===== src/rtl/core/bn_pkg.sv =====
// Shared types and constants of the batch normalization block.
// No dependencies; used by bn_fifo, bn_loader, bn_datapath and the top level.
`timescale 1ns / 1ps
package bn_pkg;

  localparam int unsigned SampleW = 16;
  localparam int unsigned ChanW   = 6;
  localparam int unsigned CoefW   = 32;
  localparam int unsigned RegIdxW = 2;
  localparam int unsigned RegDataW = 16;

  typedef enum logic [RegIdxW-1:0] {
    REG_EPSILON    = 2'd0,
    REG_USE_WEIGHT = 2'd1,
    REG_USE_BIAS   = 2'd2
  } reg_idx_e;

  typedef enum logic {
    OP_LOAD = 1'b0,
    OP_NORM = 1'b1
  } op_e;

  typedef struct packed {
    logic                        operation;
    logic [ChanW-1:0]            channel;
    logic signed [SampleW-1:0]   sample;
    logic signed [SampleW-1:0]   mean;
    logic [SampleW-1:0]          variance;
    logic signed [SampleW-1:0]   weight;
    logic signed [SampleW-1:0]   bias;
  } in_item_t;

  typedef struct packed {
    logic signed [SampleW-1:0] result;
    logic [ChanW-1:0]          result_channel;
    logic                      saturated;
  } out_item_t;

  // Coefficient load handed from the coefficient unit to the table writer.
  typedef struct packed {
    logic                    valid;
    logic [ChanW-1:0]        channel;
    logic signed [CoefW-1:0] scale;
    logic signed [CoefW-1:0] shift;
    logic                    clipped;
  } coef_wr_t;

  typedef enum logic [2:0] {
    LD_IDLE,
    LD_SQRT,
    LD_DIV,
    LD_SHIFT,
    LD_WRITE
  } ld_state_e;

endpackage


===== src/rtl/core/bn_fifo.sv =====
// Short item queue between the front end and the sample datapath.
// Depends on bn_pkg.
`timescale 1ns / 1ps
module bn_fifo #(
  parameter int unsigned Depth = 2
) (
  input  logic              clk_i,
  input  logic              rst_ni,
  input  logic              push_i,
  input  bn_pkg::in_item_t  push_data_i,
  output logic              full_o,
  input  logic              pop_i,
  output bn_pkg::in_item_t  pop_data_o,
  output logic              empty_o
);
  localparam int unsigned PtrW = (Depth > 1) ? $clog2(Depth) : 1;

  bn_pkg::in_item_t       buf_q [Depth];
  logic [PtrW-1:0]        wr_q, wr_d, rd_q, rd_d;
  logic [$clog2(Depth+1)-1:0] cnt_q, cnt_d;

  assign full_o     = (cnt_q == ($clog2(Depth+1))'(Depth));
  assign empty_o    = (cnt_q == '0);
  assign pop_data_o = buf_q[rd_q];

  always_comb begin
    wr_d  = wr_q;
    rd_d  = rd_q;
    cnt_d = cnt_q;
    if (push_i) begin
      wr_d = (wr_q == PtrW'(Depth - 1)) ? '0 : wr_q + 1'b1;
    end
    if (pop_i) begin
      rd_d = (rd_q == PtrW'(Depth - 1)) ? '0 : rd_q + 1'b1;
    end
    if (push_i && !pop_i) begin
      cnt_d = cnt_q + 1'b1;
    end else if (pop_i && !push_i) begin
      cnt_d = cnt_q - 1'b1;
    end
  end

  always_ff @(posedge clk_i or negedge rst_ni) begin
    if (!rst_ni) begin
      wr_q  <= '0;
      rd_q  <= '0;
      cnt_q <= '0;
    end else begin
      wr_q  <= wr_d;
      rd_q  <= rd_d;
      cnt_q <= cnt_d;
    end
  end

  always_ff @(posedge clk_i) begin
    if (push_i) begin
      buf_q[wr_q] <= push_data_i;
    end
  end
endmodule


===== config.mk =====
export PLATFORM = sky130hd
export DESIGN_NAME = bn_fifo
export DESIGN_NICKNAME = d
export VERILOG_FILES = /design/src/rtl/core/bn_pkg.sv /design/src/rtl/core/bn_fifo.sv
export SDC_FILE = /design/constraint.sdc
export NUM_CORES = 1
export LEC_CHECK = 0
export BUFFER_PORTS_ARGS = -buffer_cell sky130_fd_sc_hd__buf_2
export CORE_MARGIN = 1
export CORE_UTILIZATION = 52
export CTS_CLUSTER_DIAMETER = 40
export DETAILED_ROUTE_END_ITERATION = 10
export PLACE_DENSITY = 0.81
export SLEW_MARGIN = 20
export SYNTH_ARGS = -nofsm -noshare
export SYNTH_HDL_FRONTEND = slang
export SYNTH_SLANG_ARGS = --single-unit

===== constraint.sdc =====
create_clock -name clk_i -period 5.8 [get_ports clk_i]
set_input_delay 0 -clock clk_i [delete_from_list [all_inputs] [get_ports clk_i]]
set_output_delay 0 -clock clk_i [all_outputs]
set_load 0.005 [all_outputs]

==> impl_results.md <==
* Main combinational cell family by area after synthesis: multiplexers
* Crit-path max cell delay at just over 0.8 ns
* Max IR drop VDD at around 280 µV
* Crit path time final at 2.53 ns
* RSZ-0062 raised after global routing: false
* Type of origin of the critical path: register
* 1st-pass router iterations at 4
* Clock slew at reported path FFs at about 0.070 ns
* Clock Latency Late Sink at 0.42 ns
* Initial Util at a little over half
* FFs w/ async S/R, synth at under 10%
* Grt ovf at 0
* Layout area overhead at 38.7%
* Post-DR vias/cell at approximately 4.9
* Multiplexer area fraction after synthesis at between 15 and 20%
* Min-delay worst type: primary input to register
* Die area at about 13000 µm²
* Routability cong. at between 0.7 and 0.8
* Post-Syn Area per Cell at between 20 and 25 µm²
* Placed insts at between 600 and 700
* Post-Syn Nets at between 300 and 400
* H-tree depth at 4
* Antenna Nets Post-Route at 0
* Compound-gate portion of the synthesized area at 0%
* Share of cells above drive strength 1 at slightly above 50%
* Instance count of the mapped netlist at between 200 and 300
* Slew @ Worst Pin at slightly above 0.9 ns
* Synth Area in XOR/XNOR at 0.669%
* Max Slew Vio Count at 0
* Final cycle utilization of the critical path at between 40 and 50%
* Vias in the first global route at between 3k and 4k
* Synth Flop Type: edfxtp_1
* Core Region at around 12000 µm²
* Slew HR at roughly 39%
* Hold Fails Final Rpt at 0
* Clk_skew at approximately 0.008 ns
* Row cnt at 40
* Post-synthesis sequential area ratio at 81.4%
* Nets at ~660
* Max Cap Violations at 0
* Die H at 114 µm
* Synthesized area at roughly 6500 µm²
* Setup Fix Bufs, Post-CTS at 0
* TNS Setup at 0 ns
* Crit. End Element: primary output
* Fillers at between 700 and 800
* Crit path kind: register to primary output
* Drt wl/cell at about 17 µm
* Post-DP HPWL at around 6800 µm
* Cell accounting for the most synthesized area: edfxtp_1
* Diodes inserted at 0
* CP Buf/Inv Count at 2
* IO Pins at 180
* Die outline width at 114 µm
* # DRC at 0
* Largest net degree at the start of global routing at 57
* Post-synth top area share at approximately four fifths
* Post-synthesis register bit count at ~180
* TritonCTS clock tree: built
* Crit path max fanout at between 40 and 50
* Total power at slightly below 0.004 W
* Leak pwr at 3.52 nW
* Starting DRT DRC Count at just over 200
* Post-synthesis adder-cell area fraction at less than 1%
* First-pass GRT wire length at roughly 20000 µm
* Most frequent cell after synthesis: edfxtp_1
* Post-route insts no fill at between 700 and 800
* Post-CTS Resized at 0
* Synth top cells by count: edfxtp_1 (174), mux2_2 (67), mux2_4 (20)
* Crit-path leading delay family: flip-flops
* Fmax at just under 0.4 GHz
* Clock sinks at approximately 180
* Status: completed
* Routed WL at between 10000 and 15000 µm
* Critical Path AT at roughly 2.5 ns
* CTS Buffer Depth at 2
* # port buffers at about 180
* Number of setup violations in the final report at 0
* Clk root buf: clkbuf_16
* Overall routing resource usage at 20.7%
* Initial antenna violation count at 0
* Worst path slowest cell: dfrtp_4
* CP required at between 5 and 6 ns
* Area contributors post-synth: edfxtp_1 (80%), mux2_2 (12%), mux2_4 (4.6%), dfrtp_1 (1.5%), buf_6 (0.69%)
* Crit-path cells: buf_4 > mux2_2 > buf_2
* Post-synth EDFFs at 174
* Vias at about 3.6k
* Count of cell types in the netlist at 13
* Syn. warnings at 0
* CTS buffer count at 17
* Simple-Gate Fraction of Synth Area at less than 1%
* PwrDens at ~430 nW/µm²
==> report_power, final <==
group / leakage, nW / switching [W] / total (W) / internal, W
registers: 1.68 / 0.000129 / 0.00184 / 0.00171
clock network: 0.262 / 0.000444 / 0.00107 / 0.000629
logic: 1.58 / 0.000454 / 0.00102 / 0.000563
==> per-layer routing <==
metal / routed length [µm] / vias up / global-route usage [%]
li1: - / 1701 / -
met1: 5150 / 1768 / 23.5
met2: 6830 / 153 / 36.5
met3: 782 / 22 / 5.88
met4: 203 / 0 / 8.83
met5: 0 / - / 0
==> area by class of cell <==
type | instances | area, µm² | area share [%]
flip-flops and latches | 178 | 5330 | 58.7
clock buffers | 21 | 440 | 4.85
inverters | 1 | 3.75 | 0.0414
clock inverters | 11 | 114 | 1.25
repair buffers | 273 | 1830 | 20.2
well taps | 168 | 210 | 2.32
multi-input cells | 98 | 1150 | 12.6
==> repair_timing <==
action,in CTS,in global routing
hold endpoints to repair,181,0
endpoints found under the setup margin,0,0
hold buffers,91,0
==> worst reg2reg max path: stages, from the launching register on <==
cell	delay [ns]
dfrtp_1	0.42
nor2b_4	0.73
buf_4	0.72
==> final timing paths <==
| kind | from | to | slack (ns) | cells past startpoint |
|---|---|---|---|---|
| max | rd_q$_DFFE_PN0P_ | pop_data_o[29] | 3.27 | 3 |
| max reg2reg | wr_q$_DFFE_PN0P_ | buf_q[0][42]$_DFFE_PP_ | 3.50 | 2 |
| min | push_data_i[23] | buf_q[1][23]$_DFFE_PP_ | 0.30 | 2 |
| min reg2reg | cnt_q[1]$_DFFE_PN0P_ | cnt_q[1]$_DFFE_PN0P_ | 0.50 | 1 |
| min in group asynchronous | rst_ni | rd_q$_DFFE_PN0P_ | 0.51 | 3 |
| max in group asynchronous | rst_ni | rd_q$_DFFE_PN0P_ | 5.09 | 3 |
==> state kept, by name, summed over array words and instances (netlist names) <==
signal  count
rd_q        1
buf_q     174
wr_q        1
cnt_q       2
==> cell families after synthesis <==
logic type	after synthesis
flip-flops	178
multiplexers	87
buffers and inverters	11
XOR/XNOR	5
AND/OR/NAND/NOR	5
adder cells (fa/ha/maj)	1
==> cell usage in the layout (no fill, tap or decap) <==
cell | netlist | final
clkinv_4 | 0 | 1
clkbuf_1 | 0 | 4
nor2_1 | 2 | 2
clkinv_1 | 0 | 2
mux2_2 | 67 | 67
clkinv_2 | 0 | 3
buf_4 | 0 | 3
edfxtp_1 | 174 | 174
clkinvlp_4 | 0 | 3
and2_4 | 0 | 1
inv_1 | 1 | 1
ha_1 | 1 | 1
bufinv_16 | 0 | 2
nor2b_1 | 2 | 1
xnor2_1 | 1 | 1
clkbuf_16 | 0 | 17
dfrtp_4 | 0 | 1
mux2_4 | 20 | 20
xor2_1 | 4 | 4
dlygate4sd3_1 | 0 | 91
dfrtp_1 | 4 | 3
nor2b_4 | 0 | 1
buf_2 | 6 | 179
==> metrics by stage <==
| stage | worst slack (ns) | utilization, % | hold slack [ns] | instance area, µm² |
|---|---|---|---|---|
| finish | 3.27 | 74.9 | 0.299 | 9070 |
| global route | 3.14 | 74.9 | 0.290 | 9070 |
| CTS | 3.21 | 74.9 | 0.284 | 9070 |
| detailed placement | 3.46 | 62.8 | -0.186 | 7610 |
| global placement | 3.50 | 62.8 | -0.191 | 7610 |
| floorplan | 0.999 | - | -0.296 | 6540 |
Power figures use the tool's default switching activity.
