**config.mk**
```make
export PLATFORM = sky130hd
export DESIGN_NAME = bn_datapath
export DESIGN_NICKNAME = d
export VERILOG_FILES = /design/src/rtl/core/bn_pkg.sv /design/src/rtl/core/bn_ram.sv /design/src/rtl/core/bn_datapath.sv
export SDC_FILE = /design/constraint.sdc
export NUM_CORES = 2
export LEC_CHECK = 0
export BUFFER_PORTS_ARGS = -buffer_cell sky130_fd_sc_hd__buf_4
export CORE_MARGIN = 2
export CORE_UTILIZATION = 40
export DETAILED_ROUTE_END_ITERATION = 6
export PLACE_DENSITY = 0.54
export SYNTH_ARGS = -nofsm -noshare
export SYNTH_HDL_FRONTEND = slang
export SYNTH_MEMORY_MAX_BITS = 65536
export SYNTH_SLANG_ARGS = --single-unit
```
**constraint.sdc**
```tcl
create_clock -name clk_i -period 5.9 [get_ports clk_i]
set_input_delay 0.295 -clock clk_i [delete_from_list [all_inputs] [get_ports clk_i]]
set_output_delay 0.295 -clock clk_i [all_outputs]
set_load 0.01 [all_outputs]
```
**src/rtl/core/bn_pkg.sv**
```systemverilog
// Shared types and constants of the batch normalization block.
// No dependencies; used by bn_fifo, bn_loader, bn_datapath and the top level.
`timescale 1ns / 1ps
package bn_pkg;

  localparam int unsigned SampleW = 16;
  localparam int unsigned ChanW   = 6;
  localparam int unsigned CoefW   = 32;
  localparam int unsigned RegIdxW = 2;
  localparam int unsigned RegDataW = 16;

  typedef enum logic [RegIdxW-1:0] {
    REG_EPSILON    = 2'd0,
    REG_USE_WEIGHT = 2'd1,
    REG_USE_BIAS   = 2'd2
  } reg_idx_e;

  typedef enum logic {
    OP_LOAD = 1'b0,
    OP_NORM = 1'b1
  } op_e;

  typedef struct packed {
    logic                        operation;
    logic [ChanW-1:0]            channel;
    logic signed [SampleW-1:0]   sample;
    logic signed [SampleW-1:0]   mean;
    logic [SampleW-1:0]          variance;
    logic signed [SampleW-1:0]   weight;
    logic signed [SampleW-1:0]   bias;
  } in_item_t;

  typedef struct packed {
    logic signed [SampleW-1:0] result;
    logic [ChanW-1:0]          result_channel;
    logic                      saturated;
  } out_item_t;

  // Coefficient load handed from the coefficient unit to the table writer.
  typedef struct packed {
    logic                    valid;
    logic [ChanW-1:0]        channel;
    logic signed [CoefW-1:0] scale;
    logic signed [CoefW-1:0] shift;
    logic                    clipped;
  } coef_wr_t;

  typedef enum logic [2:0] {
    LD_IDLE,
    LD_SQRT,
    LD_DIV,
    LD_SHIFT,
    LD_WRITE
  } ld_state_e;

endpackage

```
**src/rtl/core/bn_ram.sv**
```systemverilog
// Generic single-write, single-read RAM with registered read data.
// No dependencies.
`timescale 1ns / 1ps
module bn_ram #(
  parameter int unsigned Width = 32,
  parameter int unsigned Depth = 64
) (
  input  logic                     clk_i,
  input  logic                     we_i,
  input  logic [$clog2(Depth)-1:0] waddr_i,
  input  logic [Width-1:0]         wdata_i,
  input  logic                     re_i,
  input  logic [$clog2(Depth)-1:0] raddr_i,
  output logic [Width-1:0]         rdata_o
);
  logic [Width-1:0] mem_q [Depth];

  always_ff @(posedge clk_i) begin
    if (we_i) begin
      mem_q[waddr_i] <= wdata_i;
    end
    if (re_i) begin
      rdata_o <= mem_q[raddr_i];
    end
  end
endmodule

```
**src/rtl/core/bn_datapath.sv**
```systemverilog
// Back end: coefficient tables and the sample multiply-add pipeline.
// Depends on bn_pkg and bn_ram.
`timescale 1ns / 1ps
module bn_datapath #(
  parameter int unsigned Channels  = 64,
  parameter int unsigned DataWidth = 16
) (
  input  logic              clk_i,
  input  logic              rst_ni,
  input  bn_pkg::coef_wr_t  wr_i,
  input  logic              in_valid_i,
  input  bn_pkg::in_item_t  in_item_i,
  output logic              in_ready_o,
  output logic              out_valid_o,
  output bn_pkg::out_item_t out_item_o,
  input  logic              out_ready_i
);
  localparam int unsigned AddrW = (Channels > 1) ? $clog2(Channels) : 1;
  localparam logic signed [47:0] Hi = 48'sd1 <<< (DataWidth - 1);

  // stage 1: table read, stage 2: multiply, stage 3: round/saturate
  logic        v1_q, v2_q, v3_q;
  logic        adv1, adv2, adv3;
  logic [5:0]  ch1_q, ch2_q;
  logic        oor1_q, oor2_q;
  logic signed [15:0] smp1_q;
  logic signed [31:0] scale_rd, shift_rd;
  logic [0:0]  clip_rd;
  logic signed [47:0] acc2_q;
  logic        clip2_q;
  logic [AddrW-1:0] raddr;
  logic        oor;
  logic signed [47:0] r;
  bn_pkg::out_item_t  res_q;

  assign oor   = ({26'd0, in_item_i.channel} >= 32'(Channels));
  assign raddr = AddrW'(in_item_i.channel);

  assign adv3 = !v3_q || out_ready_i;
  assign adv2 = !v2_q || adv3;
  assign adv1 = !v1_q || adv2;
  assign in_ready_o = adv1;

  bn_ram #(.Width(32), .Depth(Channels)) u_scale (
    .clk_i, .we_i(wr_i.valid), .waddr_i(AddrW'(wr_i.channel)), .wdata_i(wr_i.scale),
    .re_i(adv1 && in_valid_i), .raddr_i(raddr), .rdata_o(scale_rd));
  bn_ram #(.Width(32), .Depth(Channels)) u_shift (
    .clk_i, .we_i(wr_i.valid), .waddr_i(AddrW'(wr_i.channel)), .wdata_i(wr_i.shift),
    .re_i(adv1 && in_valid_i), .raddr_i(raddr), .rdata_o(shift_rd));
  bn_ram #(.Width(1), .Depth(Channels)) u_clip (
    .clk_i, .we_i(wr_i.valid), .waddr_i(AddrW'(wr_i.channel)), .wdata_i(wr_i.clipped),
    .re_i(adv1 && in_valid_i), .raddr_i(raddr), .rdata_o(clip_rd));

  // round half away from zero; negative values use a bias one below half
  assign r = acc2_q[47] ? ((acc2_q + 48'sd32767) >>> 16)
                        : ((acc2_q + 48'sd32768) >>> 16);

  always_ff @(posedge clk_i or negedge rst_ni) begin
    if (!rst_ni) begin
      v1_q <= 1'b0; v2_q <= 1'b0; v3_q <= 1'b0;
    end else begin
      if (adv1) v1_q <= in_valid_i;
      if (adv2) v2_q <= v1_q;
      if (adv3) v3_q <= v2_q;
    end
  end

  always_ff @(posedge clk_i) begin
    if (adv1 && in_valid_i) begin
      ch1_q  <= in_item_i.channel;
      oor1_q <= oor;
      smp1_q <= in_item_i.sample;
    end
    if (adv2) begin
      ch2_q   <= ch1_q;
      oor2_q  <= oor1_q;
      clip2_q <= clip_rd[0];
      acc2_q  <= 48'(smp1_q) * 48'(scale_rd) + (48'(shift_rd) <<< 16);
    end
    if (adv3) begin
      res_q.result_channel <= ch2_q;
      if (oor2_q) begin
        res_q.result    <= '0;
        res_q.saturated <= 1'b1;
      end else if (r > Hi - 48'sd1) begin
        res_q.result    <= 16'(Hi - 48'sd1);
        res_q.saturated <= 1'b1;
      end else if (r < -Hi) begin
        res_q.result    <= 16'(-Hi);
        res_q.saturated <= 1'b1;
      end else begin
        res_q.result    <= 16'(r);
        res_q.saturated <= clip2_q;
      end
    end
  end

  assign out_valid_o = v3_q;
  assign out_item_o  = res_q;
endmodule

```
==> flow_metrics.env <==
export IMPL_outcome="finished with violations"
export IMPL_violations="negative setup slack"
export IMPL_hpwl_mm=289
export IMPL_clkLatencyLatePin_ns=1.02
export IMPL_postSynthNetCount=9122
export IMPL_p_leak_nw=68.9
export IMPL_worstSetupPathType="flip-flop to flip-flop"
export IMPL_post_route_min_period_ns=6.19
export IMPL_start_kind="flip-flop"
export IMPL_worstMarginPinSlew_ns=1.43
export IMPL_utilization_pct=46.4
export IMPL_place_port_buffers=122
export IMPL_drtAntennaViolNets=0
export IMPL_r2r_end="acc2_q[42]"
export IMPL_synthesis_area_um2=182000
export IMPL_grt_pass1_wl_mm=736
export IMPL_final_nets=9908
export IMPL_ys_seq_area_share_pct=71.5
export IMPL_drtPass1Iterations=5
export IMPL_synth_top_cell_by_area="edfxtp_1"
export IMPL_antenna_found_initial=35
export IMPL_first_global_vias=91600
export IMPL_vias=89400
export IMPL_setup_slack_ns=-0.291
export IMPL_start_util_pct=40.2
export IMPL_rr_worst_depth=23
export IMPL_pwr_share_seq_pct=30.2
export IMPL_hold_violations=0
export IMPL_track_usage_pct=22.8
export IMPL_synth_edf_count=4325
export IMPL_arrival_ns=6.91
export IMPL_ys_flop_type="edfxtp_1"
export IMPL_peakVddDrop_mv=2.01
export IMPL_clockBufferDepth=4
export IMPL_synthTopCellsByArea="edfxtp_1 71%, mux4_2 17%, fa_1 5.7%"
export IMPL_powerDensity_nw_per_um2=575
export IMPL_via_per_inst=5.78
export IMPL_setup_tns_ns=-2.67
export IMPL_grt_max_degree=118
export IMPL_drcViolationCount=0
export IMPL_numCtsBuffers=440
export IMPL_clockPowerShare_pct=22.1
export IMPL_core_region_area_um2=452000
export IMPL_total_power_w=0.121
export IMPL_drive_above_1_share_pct=29.9
export IMPL_routed_wl_mm=530
export IMPL_critPathLaunch="smp1_q[4]"
export IMPL_p_comb_share_pct=47.6
export IMPL_fmax_mhz=162
export IMPL_fin_crit_sh_pct=105
export IMPL_finClkSkew_ns=0.0958
export IMPL_synth_most_common_cell="edfxtp_1"
export IMPL_p_int_w=0.0799
export IMPL_switching_power_w=0.0408
export IMPL_critPathRequiredTime_ns=6.62
export IMPL_synth_top_area_share_pct=71.5
export IMPL_area_growth_pct=15.5
export IMPL_syn_inst=8346
export IMPL_drt_iter0_drc=11100
export IMPL_clock_sinks=4328
export IMPL_rrSetupSlack_ns=-0.29
export IMPL_critical_path_max_fanout=16
export IMPL_die_y_um=678
export IMPL_slew_violations=0
export IMPL_io_pins=188
export IMPL_rows=247
export IMPL_worstSetupEndpoint="acc2_q[42]"
export IMPL_cts_tree="done"
export IMPL_finalSetupViolations=14
export IMPL_worstHoldPathType="primary input to flip-flop"
export IMPL_async_flop_share_pct=0.0693
export IMPL_yosys_warnings=0
export IMPL_p_sw_share_pct=33.8
export IMPL_synth_top_cells_by_count="4,325 x edfxtp_1, 1,365 x mux4_2, 621 x inv_1, 517 x fa_1, 334 x nand2_1"
export IMPL_maxSlewHeadroom_pct=4.61
export IMPL_worstReg2RegStart="smp1_q[4]"
export IMPL_rsz0062_at_grt="true"
export IMPL_synth_seq_cells=4328
export IMPL_htreeDepth=5
export IMPL_path_clk_slew_ns=0.05
export IMPL_gp_congestion=0.833
export IMPL_synth_avg_cell_area_um2=21.8
export IMPL_die_area_um2=460000
export IMPL_die_w_um=678
export IMPL_routedWlPerCell_um=34.3
export IMPL_overflow=0
export IMPL_end_kind="flip-flop"
export IMPL_drv_cap=0
export IMPL_ys_types=66
export IMPL_clock_tree_root_cell="clkbuf_16"
-- layout make-up --
cell class,instances,area [µm²]
multi-input combinational,2995,49100
timing repair buffer,745,7500
antenna,7,17.5
tap,5976,7480
inverter,622,2330
clock inverter,250,2050
fill,37700,242000
sequential,4328,130000
clock buffer,550,11500
-- what timing repair did --
item,in CTS,in global routing
gates cloned,1,0
pin swaps,46,36
resized for setup,106,95
hold buffers,94,0
setup buffers,16,6
setup endpoints to repair,26,28
hold endpoints to repair,4211,0
-- sequential cells by signal (all words and copies together) (netlist names) --
register	cells
out_valid_o	1
v2_q	1
u_shift.rdata_o	32
ch2_q	6
u_shift.mem_q	2048
v1_q	1
out_item_o	23
smp1_q	16
acc2_q	48
u_scale.mem_q	2048
u_scale.rdata_o	32
u_clip.rdata_o	1
u_clip.mem_q	64
ch1_q	6
clip2_q	1
-- metal layers --
metal | routed length, µm | share of wire (%) | GRT usage, % | vias up
li1 | - | - | - | 35100
met1 | 225000 | 42 | 33.2 | 49900
met2 | 259000 | 49 | 37.4 | 3661
met3 | 34200 | 6.5 | 2.60 | 673
met4 | 11600 | 2.2 | 4.96 | 10
met5 | 68 | 0.013 | 0 | -
-- critical path, stage by stage, from the launching register on --
cell	delay (ns)
edfxtp_1	0.41
buf_12	0.17
and2_4	0.14
fa_1	0.55
inv_2	0.04
fa_1	0.49
fa_1	0.54
inv_2	0.04
fa_1	0.49
fa_1	0.52
inv_1	0.06
fa_1	0.49
inv_2	0.05
ha_4	0.29
and4_4	0.24
and3_4	0.23
nand2_4	0.06
a211oi_4	0.26
o21bai_2	0.14
buf_6	0.14
o211ai_1	0.25
a21oi_2	0.10
buf_4	0.14
xnor2_1	0.11
-- through the flow --
stage          cell area, µm²  instances  setup slack (ns)  hold WS (ns)
2_1_floorplan          182000       8346            -0.111     -0.000591
3_3_place_gp           194000      14500            -0.695        0.0824
3_5_place_dp           194000      14500            -0.738        0.0892
4_1_cts                210000      15500            -0.325        0.0224
5_1_grt                210000      15500            -0.467        0.0653
6_report               210000      15500            -0.291         0.103
-- power groups by stage --
| stage | clock network (W) | logic, W | registers, W |
|---|---|---|---|
| final | 0.0267 | 0.0575 | 0.0365 |
| after global routing | 0.0283 | 0.0630 | 0.0365 |
| after CTS | 0.0272 | 0.0538 | 0.0365 |
| after detailed placement | 0 | 0.0490 | 0.0371 |
| after global placement | 0 | 0.0488 | 0.0371 |
| after floorplan | 0 | 0.0287 | 0.0371 |
-- cells by family (layout without fill, tap and decap cells) --
logic type	count (synthesis)	in the layout	share of synthesized area, %
AND/OR/NAND/NOR	764	764	2.03
flip-flops	4328	4328	71.5
XOR/XNOR	75	75	0.361
AO/OA/AOI/OAI	173	173	0.621
buffers and inverters	1023	2167	2.18
other	0	7	0
multiplexers	1370	1370	16.9
adder cells (fa/ha/maj)	613	613	6.36
-- placed cells by master, fill, tap and decap left out, types with 15 or more instances in the layout --
cell and count:
nand2b_1 15, a21o_1 22, buf_4 504, dlygate4sd3_1 94, ha_4 25, ha_1 68, a21oi_2 20, xor2_1 24
clkinv_1 112, fa_1 486, inv_2 22, clkbuf_16 445, nand3_1 25, and2_1 183, nand2_1 324, edfxtp_1 4325
nor2_1 40, nor2_4 61, nand4_1 15, fa_2 31, clkinv_2 75, and3_1 16, inv_1 600, mux4_2 1365
buf_12 122, a21oi_1 35, bufinv_16 27, buf_6 18, xnor2_1 48, clkbuf_1 105
-- worst min path at each step --
| stage | from | to | slack (ns) | cells past startpoint |
|---|---|---|---|---|
| after floorplan | rst_ni | out_valid_o | -0.0006 | 0 |
| after global placement | rst_ni | out_valid_o | 0.08 | 1 |
| after detailed placement | rst_ni | out_valid_o | 0.09 | 1 |
| after CTS | in_item_i[77] | smp1_q[13] | 0.02 | 2 |
| after global routing | in_item_i[71] | smp1_q[7] | 0.07 | 2 |
| final | in_item_i[77] | smp1_q[13] | 0.10 | 2 |
No activity file was read; power rests on OpenSTA's default activity.
