===== config.mk =====
export PLATFORM = sky130hd
export DESIGN_NAME = bn_loader
export DESIGN_NICKNAME = d
export VERILOG_FILES = /design/src/rtl/core/bn_pkg.sv /design/src/rtl/core/bn_loader.sv
export SDC_FILE = /design/constraint.sdc
export NUM_CORES = 2
export LEC_CHECK = 0
export BUFFER_PORTS_ARGS = -buffer_cell sky130_fd_sc_hd__buf_2
export CAP_MARGIN = 20
export CORE_AREA = 8 8 311 313
export DETAILED_ROUTE_END_ITERATION = 8
export DIE_AREA = 0 0 319 321
export PLACE_DENSITY = 0.69
export SLEW_MARGIN = 10
export SYNTH_ARGS = -nofsm -noshare
export SYNTH_HDL_FRONTEND = slang
export SYNTH_SLANG_ARGS = --single-unit

===== constraint.sdc =====
create_clock -name clk_i -period 12.3 [get_ports clk_i]
set_input_delay 1.845 -clock clk_i [delete_from_list [all_inputs] [get_ports clk_i]]
set_output_delay 1.845 -clock clk_i [all_outputs]
set_load 0.01 [all_outputs]

===== src/rtl/core/bn_pkg.sv =====
// Shared types and constants of the batch normalization block.
// No dependencies; used by bn_fifo, bn_loader, bn_datapath and the top level.
`timescale 1ns / 1ps
package bn_pkg;

  localparam int unsigned SampleW = 16;
  localparam int unsigned ChanW   = 6;
  localparam int unsigned CoefW   = 32;
  localparam int unsigned RegIdxW = 2;
  localparam int unsigned RegDataW = 16;

  typedef enum logic [RegIdxW-1:0] {
    REG_EPSILON    = 2'd0,
    REG_USE_WEIGHT = 2'd1,
    REG_USE_BIAS   = 2'd2
  } reg_idx_e;

  typedef enum logic {
    OP_LOAD = 1'b0,
    OP_NORM = 1'b1
  } op_e;

  typedef struct packed {
    logic                        operation;
    logic [ChanW-1:0]            channel;
    logic signed [SampleW-1:0]   sample;
    logic signed [SampleW-1:0]   mean;
    logic [SampleW-1:0]          variance;
    logic signed [SampleW-1:0]   weight;
    logic signed [SampleW-1:0]   bias;
  } in_item_t;

  typedef struct packed {
    logic signed [SampleW-1:0] result;
    logic [ChanW-1:0]          result_channel;
    logic                      saturated;
  } out_item_t;

  // Coefficient load handed from the coefficient unit to the table writer.
  typedef struct packed {
    logic                    valid;
    logic [ChanW-1:0]        channel;
    logic signed [CoefW-1:0] scale;
    logic signed [CoefW-1:0] shift;
    logic                    clipped;
  } coef_wr_t;

  typedef enum logic [2:0] {
    LD_IDLE,
    LD_SQRT,
    LD_DIV,
    LD_SHIFT,
    LD_WRITE
  } ld_state_e;

endpackage


===== src/rtl/core/bn_loader.sv =====
// Coefficient unit: iterative square root, restoring divide and shift
// product for one channel load. Depends on bn_pkg.
`timescale 1ns / 1ps
module bn_loader (
  input  logic                 clk_i,
  input  logic                 rst_ni,
  input  logic                 start_i,
  input  bn_pkg::in_item_t     item_i,
  input  logic [15:0]          epsilon_i,
  input  logic                 use_weight_i,
  input  logic                 use_bias_i,
  output logic                 busy_o,
  output bn_pkg::coef_wr_t     wr_o
);
  bn_pkg::ld_state_e state_q, state_d;

  // square root of v<<32 (v < 2^25, so operand < 2^57): 29 steps of 2 bits
  logic [57:0] rem_q, rem_d;     // remainder operand (n)
  logic [57:0] root_q, root_d;   // r
  logic [57:0] bit_q, bit_d;
  logic [5:0]  step_q, step_d;
  logic [15:0] mag_q;
  logic        neg_q;
  logic [5:0]  ch_q;
  logic signed [15:0] mean_q, bias_q;
  // division: (mag<<32 + s/2) / s, quotient up to 49 bits
  logic [48:0] num_q, num_d;
  logic [29:0] div_rem_q, div_rem_d;
  logic [48:0] quo_q, quo_d;
  logic signed [31:0] scale_q, scale_d;
  logic        clip_q, clip_d;
  logic signed [31:0] shift_q, shift_d;

  logic [24:0] v;
  logic [16:0] wmag;
  logic signed [16:0] w;
  logic [58:0] trial;
  logic [30:0] dtrial;
  logic [28:0] s;
  logic signed [47:0] prod;
  logic signed [47:0] rnd;

  assign v    = {1'b0, item_i.variance, 8'd0} + {9'd0, epsilon_i};
  assign w    = use_weight_i ? 17'(item_i.weight) : 17'sd256;
  assign wmag = w[16] ? 17'(-w) : 17'(w);
  assign s    = root_q[28:0];
  assign trial = {1'b0, rem_q} - ({1'b0, root_q} + {1'b0, bit_q});
  assign dtrial = {div_rem_q, num_q[48]} - {2'd0, s};
  assign prod = 48'(mean_q) * 48'(scale_q);
  assign rnd  = prod[47] ? -48'((-prod + 48'sd32768) >>> 16)
                         : 48'((prod + 48'sd32768) >>> 16);

  assign busy_o = (state_q != bn_pkg::LD_IDLE);

  always_comb begin
    state_d = state_q;
    rem_d = rem_q; root_d = root_q; bit_d = bit_q; step_d = step_q;
    num_d = num_q; div_rem_d = div_rem_q; quo_d = quo_q;
    scale_d = scale_q; clip_d = clip_q; shift_d = shift_q;
    wr_o = '0;
    case (state_q)
      bn_pkg::LD_IDLE: begin
        if (start_i) begin
          rem_d  = {1'b0, v, 32'd0};
          root_d = '0;
          bit_d  = 58'd1 << 56;
          step_d = 6'd29;
          state_d = (v == '0) ? bn_pkg::LD_SHIFT : bn_pkg::LD_SQRT;
          clip_d  = (v == '0);
          scale_d = w[16] ? 32'sh8000_0000 : ((w == '0) ? 32'sd0 : 32'sh7FFF_FFFF);
        end
      end
      bn_pkg::LD_SQRT: begin
        if (!trial[58]) begin
          rem_d  = trial[57:0];
          root_d = (root_q >> 1) + bit_q;
        end else begin
          root_d = root_q >> 1;
        end
        bit_d  = bit_q >> 2;
        step_d = step_q - 1'b1;
        if (step_q == 6'd1) begin
          state_d = bn_pkg::LD_DIV;
          step_d  = 6'd49;
        end
      end
      bn_pkg::LD_DIV: begin
        if (!dtrial[30]) begin
          div_rem_d = dtrial[29:0];
          quo_d = {quo_q[47:0], 1'b1};
        end else begin
          div_rem_d = {div_rem_q[28:0], num_q[48]};
          quo_d = {quo_q[47:0], 1'b0};
        end
        num_d  = {num_q[47:0], 1'b0};
        step_d = step_q - 1'b1;
        if (step_q == 6'd1) begin
          state_d = bn_pkg::LD_SHIFT;
          if (neg_q) begin
            clip_d  = (quo_d > 49'h8000_0000);
            scale_d = clip_d ? 32'sh8000_0000 : -32'(quo_d);
          end else begin
            clip_d  = (quo_d > 49'h7FFF_FFFF);
            scale_d = clip_d ? 32'sh7FFF_FFFF : 32'(quo_d);
          end
        end
      end
      bn_pkg::LD_SHIFT: begin
        shift_d = 32'(bias_q) - 32'(rnd);
        state_d = bn_pkg::LD_WRITE;
      end
      bn_pkg::LD_WRITE: begin
        wr_o.valid   = 1'b1;
        wr_o.channel = ch_q;
        wr_o.scale   = scale_q;
        wr_o.shift   = shift_q;
        wr_o.clipped = clip_q;
        state_d = bn_pkg::LD_IDLE;
      end
      default: state_d = bn_pkg::LD_IDLE;
    endcase
    // load the divider operand once the root settles
    if (state_q == bn_pkg::LD_SQRT && step_q == 6'd1) begin
      num_d     = {1'b0, mag_q, 32'd0} + 49'(root_d[28:1]);
      div_rem_d = '0;
      quo_d     = '0;
    end
  end

  always_ff @(posedge clk_i or negedge rst_ni) begin
    if (!rst_ni) begin
      state_q <= bn_pkg::LD_IDLE;
      step_q  <= '0;
    end else begin
      state_q <= state_d;
      step_q  <= step_d;
    end
  end

  always_ff @(posedge clk_i) begin
    rem_q <= rem_d; root_q <= root_d; bit_q <= bit_d;
    num_q <= num_d; div_rem_q <= div_rem_d; quo_q <= quo_d;
    scale_q <= scale_d; clip_q <= clip_d; shift_q <= shift_d;
    if (state_q == bn_pkg::LD_IDLE && start_i) begin
      mag_q  <= wmag[15:0];
      neg_q  <= w[16];
      ch_q   <= item_i.channel;
      mean_q <= item_i.mean;
      bias_q <= use_bias_i ? item_i.bias : 16'sd0;
    end
  end
endmodule


==> flow_results.org <==
** Run status
- Result of the run :: finished, final reports clean

** Synth
- Distinct cell type count after synthesis :: 111
- Most frequent cell after synthesis :: sky130_fd_sc_hd__inv_1
- Summed over its instances, the top area cell type makes up between 20% and 30% of the synthesized netlist area.
- Sorting the synthesized cells by area gives the leading types as sky130_fd_sc_hd__fa_1 (22%), sky130_fd_sc_hd__edfxtp_1 (19%), sky130_fd_sc_hd__ha_1 (8.3%).
- Of the synthesized area, sequential elements account for approximately a quarter.
- Top cell types by occurrence after synthesis :: sky130_fd_sc_hd__inv_1 (776), sky130_fd_sc_hd__nand2_1 (718), sky130_fd_sc_hd__fa_1 (519), sky130_fd_sc_hd__nor2_1 (332), sky130_fd_sc_hd__ha_1 (307)
- Number of synthesized flops with an enable pin :: roughly 290
- Yosys top cell by area :: sky130_fd_sc_hd__fa_1
- Counting every net in the synthesized netlist gives slightly above 6000.
- Main flop type after synthesis :: sky130_fd_sc_hd__edfxtp_1
- Synthesis inferred 401 register bits.
- The Yosys step of the flow raised 0 warnings.
- Mean instance size in the synthesized netlist :: 8.80 um2
- The cell count after synthesis came out at approximately 5300.
- Netlist area before placement :: approximately 46000 um2
- For this run, asynchronously set or reset flops after synthesis account for 2.24%.

** STA
- Worst clock skew :: slightly below 60 ps
- Final count of negative-setup-slack endpoints :: 0
- The worst path in the final design needs a cycle of 11610 ps, including I/O delays and setup.
- Highest attainable clock frequency :: between 80 and 90 MHz
- Headroom to the max-slew limit came out at about 15%.
- Crit share post-route :: a little over nine tenths
- Final Hold Vio Count :: 0
- At the pin with the least slew margin, the transition time is about 1300 ps.
- Final Max Tran Viols :: 0

** Cells and area
- The finished layout holds about 6700 standard cells, fillers aside.
- Cells with a size suffix above 1 make up between 9 and 10% of the layout.
- Relative to the synthesized area, the layout overhead comes to 10.0%.
- The final layout contains ~6400 nets.
- The number of antenna diodes in the final layout is 0.

** Setup path
- By instance count, the cell type seen most on the critical path is sky130_fd_sc_hd__fa_1.
- The worst setup path is of the reg -> reg kind.
- At the worst endpoint, the arrival time is 11980 ps.
- Along the worst path, the maximum fanout reaches 48.
- Data on the critical path is required at its endpoint by approximately 13000 ps.
- Counting cells, the worst reg-to-reg path comes to 42.
- Endpoint class of the critical path :: flip-flop
- In this design, the stage delay of the slowest critical-path cell is roughly 720 ps.
- Master of the slowest instance on the critical path :: sky130_fd_sc_hd__edfxtp_1
- The worst setup path is launched from a flip-flop.

** Routing
- The detail route stage leaves a number of antenna-violating nets equal to 0.
- 1st-iter DRT viols :: 2674
- The final layout contains routed wiring with a total length of about 120000 um.
- WL/cell :: 17.6 um
- Via count :: ~37000
- Number of remaining DRC errors :: 0
- Number of vias per cell after detailed routing :: between 5 and 6
- 1st-pass router iterations :: 6

** Global route
- In the global route stage, met3 resource usage came out at approximately 3.7%.
- Antenna violations before repair :: 5
- Largest net degree at the start of global routing :: 87
- Across every metal layer, demand over resource in global routing totals between 20% and 30%.
- Aggregate global routing overflow :: 0
- Most used routing layer :: met2
- Met2 Use GR :: approximately two fifths
- Global-route met1 utilization :: around 30%
- The first global-routing pass estimated roughly 190000 um of wire.
- The via count of the first global-routing pass was about 38000.

** Hold path
- The min-delay analysis places its worst path in the category reg -> reg.
- Along the worst hold path, the cell count comes to 2.

** Clock network
- Maximum clock insertion buffer count :: 3
- H-Tree Depth :: 2
- Worst-Skew Late Latency :: 650 ps
- Clock-pin slew was measured on the worst setup and hold paths at ~60 ps.
- Number of clock sinks :: roughly 400
- CTS buffer count :: 47
- Clock root cell :: sky130_fd_sc_hd__clkbuf_16
- TritonCTS built the clock tree.

** Die
- During I/O placement, the number of pins put on the boundary was about 180.
- The die is roughly 320 um tall.
- DIE WIDTH :: 319 um
- For this configuration, the core starts out at a cell density of 50.3%.
- The die covers ~100000 um2.
- Number of core rows :: 112
- The core region is 92200 um2.

** Place
- Post-detail-place hpwl :: 88900 um
- At the end of routability-driven placement, the weighted congestion stood at between 0.9 and 1.
- Number of placed cells counting well taps :: approximately 6500
- Port Buf Inserts :: 163

** Flow run
- Number of maximum-capacitance violations :: 0
[sequential cells by signal, summed over array words and instances (netlist names)]
name       cells
rem_q         58
root_q        58
num_q         49
quo_q         48
scale_q       32
shift_q       32
div_rem_q     30
bit_q         29
bias_q        16
mag_q         16
mean_q        16
ch_q           6
step_q         6
state_q        3
clip_q         1
neg_q          1
[worst paths after layout]
kind                                   from     endpoint  slack (ps)
min in group asynchronous            rst_ni    step_q[4]        1040
worst max-delay path            scale_q[13]  shift_q[31]         690
worst max register to register  scale_q[13]  shift_q[31]         690
worst min-delay path              quo_q[42]    quo_q[43]         460
max in group asynchronous            rst_ni    step_q[2]       11050
worst min register to register    quo_q[42]    quo_q[43]         460
[through the flow]
stage / setup slack [ps] / hold WS [ps] / area [um2] / TNS [ps] / utilization, %
global placement: 563 / 448 / 48800 / 0 / 52.9
floorplan: 1230 / 436 / 46400 / 0 / -
global route: -5.93 / 502 / 51000 / -8.84 / 55.4
finish: 688 / 461 / 51000 / 0 / 55.4
detailed placement: 462 / 461 / 48800 / 0 / 52.9
CTS: 339 / 464 / 50300 / 0 / 54.6
[placed cells by master, fill, tap and decap left out, types with 32 or more instances in the layout]
| master | count |
|---|---|
| sky130_fd_sc_hd__or3_1 | 39 |
| sky130_fd_sc_hd__xor2_1 | 76 |
| sky130_fd_sc_hd__clkbuf_16 | 48 |
| sky130_fd_sc_hd__xnor2_1 | 189 |
| sky130_fd_sc_hd__ha_1 | 307 |
| sky130_fd_sc_hd__nand3_1 | 74 |
| sky130_fd_sc_hd__nand2_1 | 716 |
| sky130_fd_sc_hd__nor2_1 | 327 |
| sky130_fd_sc_hd__inv_1 | 773 |
| sky130_fd_sc_hd__and3_1 | 33 |
| sky130_fd_sc_hd__dfxtp_1 | 106 |
| sky130_fd_sc_hd__a31oi_1 | 77 |
| sky130_fd_sc_hd__buf_2 | 163 |
| sky130_fd_sc_hd__nor3_1 | 67 |
| sky130_fd_sc_hd__o21ai_0 | 266 |
| sky130_fd_sc_hd__nand4_1 | 32 |
| sky130_fd_sc_hd__a21oi_1 | 204 |
| sky130_fd_sc_hd__and2_1 | 305 |
| sky130_fd_sc_hd__edfxtp_1 | 286 |
| sky130_fd_sc_hd__nand2b_1 | 51 |
| sky130_fd_sc_hd__buf_4 | 146 |
| sky130_fd_sc_hd__fa_1 | 519 |
| sky130_fd_sc_hd__a21o_1 | 95 |
[logic make-up after synthesis]
logic type	after synthesis	synth area share, %
compound gates	959	13.3
xor+xnor	270	5.16
fa+ha+maj	826	30.7
buf+inv	997	8.14
flops	401	23.6
mux	30	0.674
simple gates	1786	18.5
[what timing repair did]
| item | in CTS | in global routing |
|---|---|---|
| setup endpoints to repair | 0 | 11 |
| hold buffers | 0 | 0 |
| buffers inserted | 0 | 67 |
| resized for setup | 0 | 3 |
[layer usage]
metal	wire length (um)	share of wire [%]
met1	50500	43
met2	56300	48
met3	7200	6.2
met4	3070	2.6
met5	8	0.0068
[final cells by class]
cell class                 count  area, um2
inverter                     779       2930
tap                         1197       1500
timing repair buffer         332       2360
clock inverter                26        236
clock buffer                  62       1280
sequential                   401      10900
fill                        8369      41200
multi-input combinational   3871      31800
[critical path: cells and delay by family (launching register included)]
family | cells | cell delay [ps]
fa+ha+maj | 8 | 3770
flops | 1 | 720
simple gates | 4 | 1050
buf+inv | 6 | 750
xor+xnor | 3 | 760
compound gates | 21 | 4240
Power is not shown: default switching activity piles up to over one toggle a cycle in this logic, so the estimate is an artifact.
